`src/sv/fbop_pkg.sv`:
```
`timescale 1ns / 1ps
// ----------------------------------------------------------------------------
// fbop_pkg
// Types, constants and helper functions shared by the notation parser blocks.
// ----------------------------------------------------------------------------
package fbop_pkg;

   localparam int unsigned NumClasses   = 13;
   localparam int unsigned QueueDepth   = 4;

   // token numbering, counted from one as tokens start
   localparam logic [2:0] TokNone    = 3'd0;
   localparam logic [2:0] TokBoard   = 3'd1;
   localparam logic [2:0] TokSide    = 3'd2;
   localparam logic [2:0] TokCastle  = 3'd3;
   localparam logic [2:0] TokPassant = 3'd4;
   localparam logic [2:0] TokMax     = 3'd7;

   localparam logic [7:0] CharSlash  = 8'h2F;
   localparam logic [7:0] CharZero   = 8'h30;
   localparam logic [7:0] CharNine   = 8'h39;
   localparam logic [7:0] CharSpace  = 8'h20;
   localparam logic [7:0] CharTab    = 8'h09;
   localparam logic [7:0] CharCr     = 8'h0D;
   localparam logic [7:0] CharW      = 8'h77;
   localparam logic [7:0] CharDash   = 8'h2D;
   localparam logic [7:0] CharUpK    = 8'h4B;
   localparam logic [7:0] CharUpQ    = 8'h51;
   localparam logic [7:0] CharLoK    = 8'h6B;
   localparam logic [7:0] CharLoQ    = 8'h71;

   typedef struct packed {
      logic [7:0] char_code;
      logic       last_char;
   } fbop_req_type;

   typedef struct packed {
      logic        kind;
      logic [3:0]  square_class;
      logic [12:0] square_onehot;
      logic        white_to_move;
      logic        castle_white_king;
      logic        castle_white_queen;
      logic        castle_black_king;
      logic        castle_black_queen;
      logic        en_passant_set;
      logic        last_of_run;
   } fbop_rsp_type;

   typedef struct packed {
      logic white_to_move;
      logic castle_white_king;
      logic castle_white_queen;
      logic castle_black_king;
      logic castle_black_queen;
      logic en_passant_set;
   } fbop_flags_type;

   // one queue entry: a run of identical squares and an optional summary
   typedef struct packed {
      logic [3:0]     count;
      logic [3:0]     square_class;
      logic           summary;
      fbop_flags_type flags;
   } fbop_cmd_type;

   function automatic logic is_space(input logic [7:0] c);
      return (c == CharSpace) || ((c >= CharTab) && (c <= CharCr));
   endfunction

   function automatic logic [3:0] piece_class(input logic [7:0] c);
      logic [3:0] cls;
      case (c)
         8'h50: cls = 4'd1;   // P
         8'h4E: cls = 4'd2;   // N
         8'h42: cls = 4'd3;   // B
         8'h52: cls = 4'd4;   // R
         8'h51: cls = 4'd5;   // Q
         8'h4B: cls = 4'd6;   // K
         8'h70: cls = 4'd7;   // p
         8'h6E: cls = 4'd8;   // n
         8'h62: cls = 4'd9;   // b
         8'h72: cls = 4'd10;  // r
         8'h71: cls = 4'd11;  // q
         8'h6B: cls = 4'd12;  // k
         default: cls = 4'd0;
      endcase
      return cls;
   endfunction

endpackage

```
`src/sv/fbop_front.sv`:
```
`timescale 1ns / 1ps
// ----------------------------------------------------------------------------
// fbop_front
// Accepts text bytes, tracks tokens and flags, and queues square runs and
// summaries for the back end.
// ----------------------------------------------------------------------------
module fbop_front
   import fbop_pkg::*;
(
   input  logic         clock,
   input  logic         reset,
   input  logic         req_push,
   output logic         req_full,
   input  fbop_req_type req_data,
   input  logic         q_full,
   output logic         q_push,
   output fbop_cmd_type q_data
);

   logic [2:0] tok_idx_ff, tok_idx_in;
   logic       in_tok_ff, in_tok_in;
   logic [1:0] tok_len_ff, tok_len_in;
   logic       fcm_ff, fcm_in;
   logic       side_ff, side_in;
   logic [3:0] castle_ff, castle_in;
   logic       passant_ff, passant_in;

   logic       accept;
   logic [7:0] c;
   logic [3:0] run_count;
   logic [3:0] run_class;

   assign accept   = req_push && !q_full;
   assign req_full = q_full;
   assign c        = req_data.char_code;

   always_comb begin
      tok_idx_in = tok_idx_ff;
      in_tok_in  = in_tok_ff;
      tok_len_in = tok_len_ff;
      fcm_in     = fcm_ff;
      side_in    = side_ff;
      castle_in  = castle_ff;
      passant_in = passant_ff;
      run_count  = 4'd0;
      run_class  = 4'd0;
      if (is_space(c)) begin
         in_tok_in = 1'b0;
      end else begin
         if (!in_tok_ff) begin
            in_tok_in = 1'b1;
            if (tok_idx_ff < TokMax) begin
               tok_idx_in = tok_idx_ff + 3'd1;
            end
            tok_len_in = 2'd0;
            fcm_in     = 1'b0;
         end
         if (tok_len_in < 2'd2) begin
            tok_len_in = tok_len_in + 2'd1;
         end
         case (tok_idx_in)
            TokBoard: begin
               if (c == CharSlash) begin
                  run_count = 4'd0;
               end else if ((c >= CharZero) && (c <= CharNine)) begin
                  // low nibble of an ascii digit is its value
                  run_count = c[3:0];
               end else begin
                  run_count = 4'd1;
                  run_class = piece_class(c);
               end
            end
            TokSide: begin
               if (tok_len_in == 2'd1) begin
                  fcm_in = (c == CharW);
               end
               side_in = (tok_len_in == 2'd1) && fcm_in;
            end
            TokCastle: begin
               castle_in = castle_ff | {c == CharLoQ, c == CharLoK, c == CharUpQ, c == CharUpK};
            end
            TokPassant: begin
               if (tok_len_in == 2'd1) begin
                  fcm_in = (c == CharDash);
               end
               passant_in = !((tok_len_in == 2'd1) && fcm_in);
            end
            default: begin
               run_count = 4'd0;
            end
         endcase
      end
   end

   always_comb begin
      q_data.count                    = run_count;
      q_data.square_class             = run_class;
      q_data.summary                  = req_data.last_char;
      q_data.flags.white_to_move      = side_in;
      q_data.flags.castle_white_king  = castle_in[0];
      q_data.flags.castle_white_queen = castle_in[1];
      q_data.flags.castle_black_king  = castle_in[2];
      q_data.flags.castle_black_queen = castle_in[3];
      q_data.flags.en_passant_set     = passant_in;
      q_push = accept && ((run_count != 4'd0) || req_data.last_char);
   end

   always_ff @(posedge clock) begin
      if (reset || (accept && req_data.last_char)) begin
         // after the summary the next byte starts a fresh text
         tok_idx_ff <= TokNone;
         in_tok_ff  <= 1'b0;
         tok_len_ff <= 2'd0;
         fcm_ff     <= 1'b0;
         side_ff    <= 1'b0;
         castle_ff  <= 4'd0;
         passant_ff <= 1'b1;
      end else if (accept) begin
         tok_idx_ff <= tok_idx_in;
         in_tok_ff  <= in_tok_in;
         tok_len_ff <= tok_len_in;
         fcm_ff     <= fcm_in;
         side_ff    <= side_in;
         castle_ff  <= castle_in;
         passant_ff <= passant_in;
      end
   end

`ifndef NO_ASSERTIONS
   a_last_restarts: assert property (@(posedge clock) disable iff (reset)
      (accept && req_data.last_char) |=> (tok_idx_ff == TokNone) && passant_ff)
      else $error("parse state not cleared after last byte");
`endif

endmodule

```
`src/sv/fbop_queue.sv`:
```
`timescale 1ns / 1ps
// ----------------------------------------------------------------------------
// fbop_queue
// Small first-in first-out buffer of commands between front and back end.
// ----------------------------------------------------------------------------
module fbop_queue
   import fbop_pkg::*;
#(
   parameter int unsigned DEPTH = QueueDepth
) (
   input  logic         clock,
   input  logic         reset,
   input  logic         push,
   input  fbop_cmd_type wdata,
   output logic         full,
   input  logic         pop,
   output fbop_cmd_type rdata,
   output logic         empty
);

   localparam int unsigned PtrW = (DEPTH > 1) ? $clog2(DEPTH) : 1;
   localparam int unsigned CntW = $clog2(DEPTH + 1);
   localparam logic [PtrW-1:0] LastPtr = PtrW'(DEPTH - 1);
   localparam logic [CntW-1:0] FullCnt = CntW'(DEPTH);

   fbop_cmd_type    mem [DEPTH];
   logic [PtrW-1:0] wr_ptr_ff, wr_ptr_in;
   logic [PtrW-1:0] rd_ptr_ff, rd_ptr_in;
   logic [CntW-1:0] count_ff, count_in;
   logic            do_push, do_pop;

   assign full    = (count_ff == FullCnt);
   assign empty   = (count_ff == '0);
   assign do_push = push && !full;
   assign do_pop  = pop && !empty;
   assign rdata   = mem[rd_ptr_ff];

   always_comb begin
      wr_ptr_in = wr_ptr_ff;
      rd_ptr_in = rd_ptr_ff;
      count_in  = count_ff;
      if (do_push) begin
         wr_ptr_in = (wr_ptr_ff == LastPtr) ? '0 : wr_ptr_ff + PtrW'(1);
      end
      if (do_pop) begin
         rd_ptr_in = (rd_ptr_ff == LastPtr) ? '0 : rd_ptr_ff + PtrW'(1);
      end
      if (do_push && !do_pop) begin
         count_in = count_ff + CntW'(1);
      end else if (do_pop && !do_push) begin
         count_in = count_ff - CntW'(1);
      end
   end

   always_ff @(posedge clock) begin
      if (do_push) begin
         mem[wr_ptr_ff] <= wdata;
      end
   end

   always_ff @(posedge clock) begin
      if (reset) begin
         wr_ptr_ff <= '0;
         rd_ptr_ff <= '0;
         count_ff  <= '0;
      end else begin
         wr_ptr_ff <= wr_ptr_in;
         rd_ptr_ff <= rd_ptr_in;
         count_ff  <= count_in;
      end
   end

`ifndef NO_ASSERTIONS
   a_no_overflow: assert property (@(posedge clock) disable iff (reset)
      !(push && full))
      else $error("command pushed into full queue");
`endif

endmodule

```
`src/sv/fbop_back.sv`:
```
`timescale 1ns / 1ps
// ----------------------------------------------------------------------------
// fbop_back
// Expands queued commands into square and summary results, one per cycle,
// into the result register while that register is free or being popped.
// ----------------------------------------------------------------------------
module fbop_back
   import fbop_pkg::*;
(
   input  logic         clock,
   input  logic         reset,
   input  logic         q_empty,
   input  fbop_cmd_type q_rdata,
   output logic         q_pop,
   output logic         rsp_empty,
   input  logic         rsp_pop,
   output fbop_rsp_type rsp_data
);

   logic         busy_ff, busy_in;
   logic [3:0]   rem_ff, rem_in;
   fbop_cmd_type cmd_ff, cmd_in;
   logic         rsp_valid_ff, rsp_valid_in;
   fbop_rsp_type rsp_data_ff, rsp_data_in;

   logic         out_free;
   logic         emit;
   logic         finish;
   fbop_rsp_type result;

   always_comb begin
      out_free = !rsp_valid_ff || rsp_pop;
      emit     = busy_ff && out_free;
      // last beat of a command: summary, or final square when no summary
      finish   = emit && ((rem_ff == 4'd0) || ((rem_ff == 4'd1) && !cmd_ff.summary));
      q_pop    = !q_empty && (!busy_ff || finish);

      busy_in = busy_ff;
      rem_in  = rem_ff;
      cmd_in  = cmd_ff;
      if (q_pop) begin
         busy_in = 1'b1;
         rem_in  = q_rdata.count;
         cmd_in  = q_rdata;
      end else begin
         if (finish) begin
            busy_in = 1'b0;
         end
         if (emit && (rem_ff != 4'd0)) begin
            rem_in = rem_ff - 4'd1;
         end
      end
   end

   always_comb begin
      result = '0;
      if (rem_ff != 4'd0) begin
         result.kind          = 1'b0;
         result.square_class  = cmd_ff.square_class;
         result.square_onehot = 13'(1) << cmd_ff.square_class;
         result.last_of_run   = (rem_ff == 4'd1) && !cmd_ff.summary;
      end else begin
         result.kind               = 1'b1;
         result.white_to_move      = cmd_ff.flags.white_to_move;
         result.castle_white_king  = cmd_ff.flags.castle_white_king;
         result.castle_white_queen = cmd_ff.flags.castle_white_queen;
         result.castle_black_king  = cmd_ff.flags.castle_black_king;
         result.castle_black_queen = cmd_ff.flags.castle_black_queen;
         result.en_passant_set     = cmd_ff.flags.en_passant_set;
         result.last_of_run        = 1'b1;
      end
      rsp_valid_in = emit ? 1'b1 : (rsp_pop ? 1'b0 : rsp_valid_ff);
      rsp_data_in  = emit ? result : rsp_data_ff;
   end

   assign rsp_empty = !rsp_valid_ff;
   assign rsp_data  = rsp_data_ff;

   always_ff @(posedge clock) begin
      if (reset) begin
         busy_ff      <= 1'b0;
         rem_ff       <= 4'd0;
         rsp_valid_ff <= 1'b0;
      end else begin
         busy_ff      <= busy_in;
         rem_ff       <= rem_in;
         rsp_valid_ff <= rsp_valid_in;
      end
   end

   always_ff @(posedge clock) begin
      cmd_ff      <= cmd_in;
      rsp_data_ff <= rsp_data_in;
   end

`ifndef NO_ASSERTIONS
   a_empty_run_has_summary: assert property (@(posedge clock) disable iff (reset)
      (busy_ff && (rem_ff == 4'd0)) |-> cmd_ff.summary)
      else $error("active command with nothing left to emit");
   a_summary_ends_run: assert property (@(posedge clock) disable iff (reset)
      (emit && (rem_ff == 4'd0)) |=> (!rsp_empty && rsp_data.kind && rsp_data.last_of_run))
      else $error("summary beat not marked as end of run");
   a_no_pop_mid_run: assert property (@(posedge clock) disable iff (reset)
      (busy_ff && !finish) |-> !q_pop)
      else $error("command loaded while previous one still running");
`endif

endmodule

```
`src/sv/fen_board_onehot_parser.sv`:
```
`timescale 1ns / 1ps
// ----------------------------------------------------------------------------
// fen_board_onehot_parser
// Position-notation text parser producing one-hot square classes and flags.
// ----------------------------------------------------------------------------
// Usage: push one text byte per beat on req_ (push/full), with last_char on
// the final byte. Results are popped from rsp_ (empty/pop): one beat per board
// square (a digit gives that many empty squares) and, on the last byte, one
// summary beat with side, castling and en-passant flags. last_of_run marks
// the final result beat caused by each input byte.
// A byte's results pass through the command queue, the back end's command
// register and the result register. Input runs at one byte per cycle while
// the command queue has room; the back end emits one result per cycle while
// the receiver pops, so a digit d holds the back end for d results and a run
// of digits fills the queue and raises req_full. The queue depth
// (QUEUE_DEPTH) sets how far input runs ahead. Reset clears the parse state,
// the queue and the result register; no beat is lost when the receiver
// stalls: the result register holds its beat and the queue, then req_full, back up behind it.
// ----------------------------------------------------------------------------
module fen_board_onehot_parser
   import fbop_pkg::*;
#(
   parameter int unsigned QUEUE_DEPTH = QueueDepth
) (
   input  logic         clock,
   input  logic         reset,
   input  logic         req_push,
   output logic         req_full,
   input  fbop_req_type req_data,
   output logic         rsp_empty,
   input  logic         rsp_pop,
   output fbop_rsp_type rsp_data
);

   logic         q_push, q_full, q_pop, q_empty;
   fbop_cmd_type q_wdata, q_rdata;

   fbop_front u_front (
      .clock    (clock),
      .reset    (reset),
      .req_push (req_push),
      .req_full (req_full),
      .req_data (req_data),
      .q_full   (q_full),
      .q_push   (q_push),
      .q_data   (q_wdata)
   );

   fbop_queue #(
      .DEPTH (QUEUE_DEPTH)
   ) u_queue (
      .clock (clock),
      .reset (reset),
      .push  (q_push),
      .wdata (q_wdata),
      .full  (q_full),
      .pop   (q_pop),
      .rdata (q_rdata),
      .empty (q_empty)
   );

   fbop_back u_back (
      .clock     (clock),
      .reset     (reset),
      .q_empty   (q_empty),
      .q_rdata   (q_rdata),
      .q_pop     (q_pop),
      .rsp_empty (rsp_empty),
      .rsp_pop   (rsp_pop),
      .rsp_data  (rsp_data)
   );

endmodule

```
`config.mk`:
```
export PLATFORM = sky130hd
export DESIGN_NAME = fen_board_onehot_parser
export DESIGN_NICKNAME = d
export VERILOG_FILES = /design/src/sv/fbop_pkg.sv /design/src/sv/fbop_front.sv /design/src/sv/fbop_queue.sv /design/src/sv/fbop_back.sv /design/src/sv/fen_board_onehot_parser.sv
export SDC_FILE = /design/constraint.sdc
export NUM_CORES = 1
export LEC_CHECK = 0
export ABC_AREA = 1
export BUFFER_PORTS_ARGS = -buffer_cell sky130_fd_sc_hd__buf_2
export CAP_MARGIN = 20
export CORE_ASPECT_RATIO = 0.6
export CORE_MARGIN = 5
export CORE_UTILIZATION = 60
export CTS_CLUSTER_DIAMETER = 200
export DETAILED_ROUTE_END_ITERATION = 10
export PLACE_DENSITY = 0.79
export SLEW_MARGIN = 20
export SYNTH_ARGS = -nofsm -noshare
export SYNTH_HDL_FRONTEND = slang
export SYNTH_HIERARCHICAL = 1
export SYNTH_SLANG_ARGS = --single-unit
```
`constraint.sdc`:
```
create_clock -name clock -period 4.6 [get_ports clock]
set_input_delay 0.23 -clock clock [delete_from_list [all_inputs] [get_ports clock]]
set_output_delay 0.23 -clock clock [all_outputs]
set_load 0.01 [all_outputs]
```
==> impl_summary.md <==
Outcome
The run finished with clean final reports.

Critical path
The kind of critical path is register to register. The critical path endpoint category is a register. The arrival time of data at the critical path endpoint is 3280 ps.

In this run the critical register-to-register path is launched from u_back/rem_ff[0]. In this run the critical register-to-register path is captured at u_queue/count_ff[1]. For the worst setup path, the data required time is 4900 ps. The critical path startpoint category is a register. Counting cells, the worst reg-to-reg path comes to 14.

The maximum fanout encountered on the critical timing path is 14. The register-to-register setup slack is 1620 ps.

Clocking
The clock tree buffer depth is 2. The number of clock buffers added by TritonCTS is 17. The number of gates resized after CTS was 0. The clock insertion delay at the later pin of the skew report is 410 ps. After clock tree synthesis, the clock-pin slew on the worst setup and hold paths is 60 ps.

The cell at the root of the clock tree is sky130_fd_sc_hd__clkbuf_16. CTS saw 123 sinks. Hold repair after CTS inserted 0 buffers. TritonCTS built the clock tree. The H-tree depth is 4.

The buffer count from post-CTS setup fixing is 0.

Die
The die area is 0.0120 mm². The region available for standard cell placement spans 0.00970 mm². The x dimension of the die is 138 µm. The total number of placement rows is 28.

The starting density of the core is 60.6%. 40 I/O pins were placed. From bottom edge to top edge, the die measures 86.7 µm.

Logic synthesis
The number of distinct standard cells referenced by the synthesized netlist is 43. Summed over its instances, the top area cell type makes up 49.0% of the synthesized netlist area. The mapped netlist covers 0.00589 mm². Counting flops with a built-in enable in the synthesized netlist gives 96. The number of register bits inferred by synthesis is 123.

The synthesized instance count is 563. The share of the yosys chip area belonging to registers is 58.2%. For this run, the number of Yosys warnings is 6. Averaged over all synthesized cells, the footprint is 10.5 µm². Of all flip-flops after synthesis, the portion carrying an async set or reset was 0%.

The net count of the mapped netlist is 588. The predominant post-synthesis flop cell is sky130_fd_sc_hd__edfxtp_1. After synthesis, the cell types taking the most area are sky130_fd_sc_hd__edfxtp_1, sky130_fd_sc_hd__dfxtp_1, sky130_fd_sc_hd__nor2_1. The library cell with the largest summed area after synthesis is sky130_fd_sc_hd__edfxtp_1.

Placement
In this run the cell area measured after placement is 0.00620 mm². At the end of routability-driven placement, the weighted congestion stood at 0.892. The placed instance count is 730. The count of buffers from port buffering is 39. The half-perimeter wire length after detailed placement is 8510 µm. Prior to clock tree synthesis, the placed netlist has a worst setup slack of 1690 ps.

Global route
The maximum number of pins on one net before global-route repair is 32. The via count of the first global-routing pass came to 4112. The remaining global-route overflow is 0.

The initial antenna violation count is 0. The first global-routing pass estimated 20500 µm of wire. For this run, the total global-route usage over all layers was measured as 22.8%.

Timing
After routing, the total negative slack on setup checks comes to 0 ps. Setup repair after global routing left no endpoint under its margin. The clock tree skew after final layout is 8.02 ps. After layout, the worst path uses 64.7% of the clock period.

Timing would allow up to 0.336 GHz. The number of slew-limit violations in the final report is 0. The minimum clock period after layout is 2980 ps. The final hold violation count is 0. The final-report setup violation count is 0.

The measured slew at the worst slew-check pin is 649 ps. The worst path meets setup with 1620 ps of slack. The worst-case headroom to the max-slew limit is 56.7%.

Layout
The commonest non-fill, non-tap cell in the layout is sky130_fd_sc_hd__nor2_1. The library cells used most frequently in the layout, excluding fill and tap cells, are sky130_fd_sc_hd__nor2_1, sky130_fd_sc_hd__edfxtp_1, sky130_fd_sc_hd__nand2_1, sky130_fd_sc_hd__inv_1, sky130_fd_sc_hd__buf_2. Once layout is done, the placed cells without fillers occupy 0.00679 mm². The count of cells in the finished layout, fillers not included, comes to 762.

The fraction of final layout cells sized beyond drive strength 1 is 26.3%. The antenna diode instance count is 0. The synthesis-to-finish area growth is 15.3%.

The net count of the finished layout is 639.

Power
The power density normalized to cell area is 657 mW/mm². The worst-case IR drop observed on VDD is 0.000361 V. The design internal power is 0.00284 W. Of the total power, combinational logic draws 32.8%.

Overall power consumption after layout is estimated at 0.00446 W. Net switching is 36.4% of the power. The analysis attributes to cell leakage a power of 2.78 nW. The power share of the clock group is 29.4%. The portion of total power attributed to sequential cells is 37.9%. The net switching component of the power is 0.00162 W.

Min path
For hold timing, the worst endpoint is u_queue/mem[3][6]. In this run the most critical hold path is launched from req_data[0]. The instance count along the most critical hold path is 1. The path class of the tightest hold or removal check is input port to register.

Detailed routing
For this run, the detailed router's first-pass iteration total came to 5. The detail route stage leaves a number of antenna-violating nets equal to 0. The total vias in the final route is 4213. The ratio of routed vias to standard cells is 5.53. The remaining design rule violation count is 0. After detailed routing, the average wire length per cell comes to 16.7 µm. The total wire length is 12800 µm. The number of design-rule violations left by the first detailed-router iteration is 508.

Job
The max-cap violation count is 0.
[cells in the mapped netlist, types with 5 or more instances]
cell / number
sky130_fd_sc_hd__inv_2: 12
sky130_fd_sc_hd__o21ai_1: 26
sky130_fd_sc_hd__nor2_1: 97
sky130_fd_sc_hd__nand2_4: 14
sky130_fd_sc_hd__buf_4: 6
sky130_fd_sc_hd__nand2_2: 12
sky130_fd_sc_hd__o21ai_2: 13
sky130_fd_sc_hd__a21oi_1: 17
sky130_fd_sc_hd__ha_1: 11
sky130_fd_sc_hd__edfxtp_1: 96
sky130_fd_sc_hd__o22ai_2: 10
sky130_fd_sc_hd__dfxtp_1: 27
sky130_fd_sc_hd__nand4_1: 5
sky130_fd_sc_hd__nor3_1: 10
sky130_fd_sc_hd__nand3_1: 19
sky130_fd_sc_hd__inv_1: 64
sky130_fd_sc_hd__nand2_1: 65
sky130_fd_sc_hd__o22ai_1: 5
sky130_fd_sc_hd__o21ai_0: 7
sky130_fd_sc_hd__nor2_2: 7
[worst max-delay path, stage by stage, from the launching register on]
cell and delay [ps]:
sky130_fd_sc_hd__dfxtp_1 350, sky130_fd_sc_hd__inv_1 120, sky130_fd_sc_hd__ha_1 260, sky130_fd_sc_hd__inv_1 80, sky130_fd_sc_hd__nand2_1 90, sky130_fd_sc_hd__nand3_1 80
sky130_fd_sc_hd__nand2_2 150, sky130_fd_sc_hd__nand2_4 100, sky130_fd_sc_hd__inv_1 470, sky130_fd_sc_hd__nand2_2 150, sky130_fd_sc_hd__ha_1 230, sky130_fd_sc_hd__inv_1 100
sky130_fd_sc_hd__fa_1 450, sky130_fd_sc_hd__o21ai_0 170, sky130_fd_sc_hd__nor2_1 60
[sequential cells by signal (all words and copies together), names as in the netlist, named ones only]
| signal | flops |
|---|---|
| u_back/rsp_valid_ff | 1 |
| u_back/rem_ff | 4 |
| u_front/passant_ff | 1 |
| u_back/cmd_ff | 11 |
| u_queue/mem | 60 |
| u_queue/rd_ptr_ff | 2 |
| u_back/rsp_data | 25 |
| u_back/busy_ff | 1 |
| u_front/in_tok_ff | 1 |
| u_queue/wr_ptr_ff | 2 |
| u_front/tok_len_ff | 2 |
| u_front/tok_idx_ff | 3 |
| u_front/castle_ff | 4 |
| u_queue/count_ff | 3 |
| u_front/side_ff | 1 |
[power by group through the flow]
stage | combinational, W | sequential, W | clock (W)
global placement | 0.00136 | 0.00169 | 0
floorplan | 0.00103 | 0.00173 | 0
CTS | 0.00145 | 0.00169 | 0.00133
global route | 0.00161 | 0.00171 | 0.00138
finish | 0.00146 | 0.00169 | 0.00131
detailed placement | 0.00142 | 0.00170 | 0
[cell type report]
type | instances | area (µm²)
clock buffer | 17 | 425
clock inverter | 15 | 165
fill | 672 | 2920
inverter | 78 | 303
multi-input combinational | 349 | 2060
sequential | 123 | 3420
tap | 135 | 169
timing repair buffer | 45 | 240
[cell families after synthesis]
| kind of cell | Yosys count | synth area share, % |
|---|---|---|
| compound gates | 85 | 10.0 |
| xor+xnor | 2 | 0.298 |
| fa+ha+maj | 12 | 2.68 |
| buf+inv | 91 | 6.82 |
| flops | 123 | 58.2 |
| simple gates | 250 | 22.0 |
[through the flow]
step / util [%] / hold WS [ps]
CTS: 69.9 / 65.8
global placement: 63.8 / 463
finish: 69.9 / 86.1
global route: 69.9 / 85.1
floorplan: - / 292
detailed placement: 63.8 / 472
[worst max path at each step]
| stage | startpoint | end | slack [ps] | cells after the start |
|---|---|---|---|---|
| finish | u_back/rem_ff[0] | u_queue/count_ff[1] | 1620 | 14 |
| detailed placement | u_back/rem_ff[0] | u_queue/count_ff[1] | 1690 | 14 |
| global placement | u_front/tok_idx_ff[0] | u_queue/count_ff[2] | 1900 | 23 |
| floorplan | u_front/tok_idx_ff[0] | u_queue/mem[0][0] | 1970 | 14 |
| global route | u_front/tok_idx_ff[0] | u_queue/count_ff[2] | 1390 | 22 |
| CTS | u_front/tok_idx_ff[0] | u_queue/count_ff[2] | 1660 | 22 |
[layer usage]
layer	up-vias	part of all wire (%)	GRT usage, %
met5	-	0	0
met4	0	1.6	7.98
met3	30	7.4	5.05
met2	187	48	37.3
met1	1997	43	30.4
li1	1999	-	-
(Power assumes the default switching activity.)
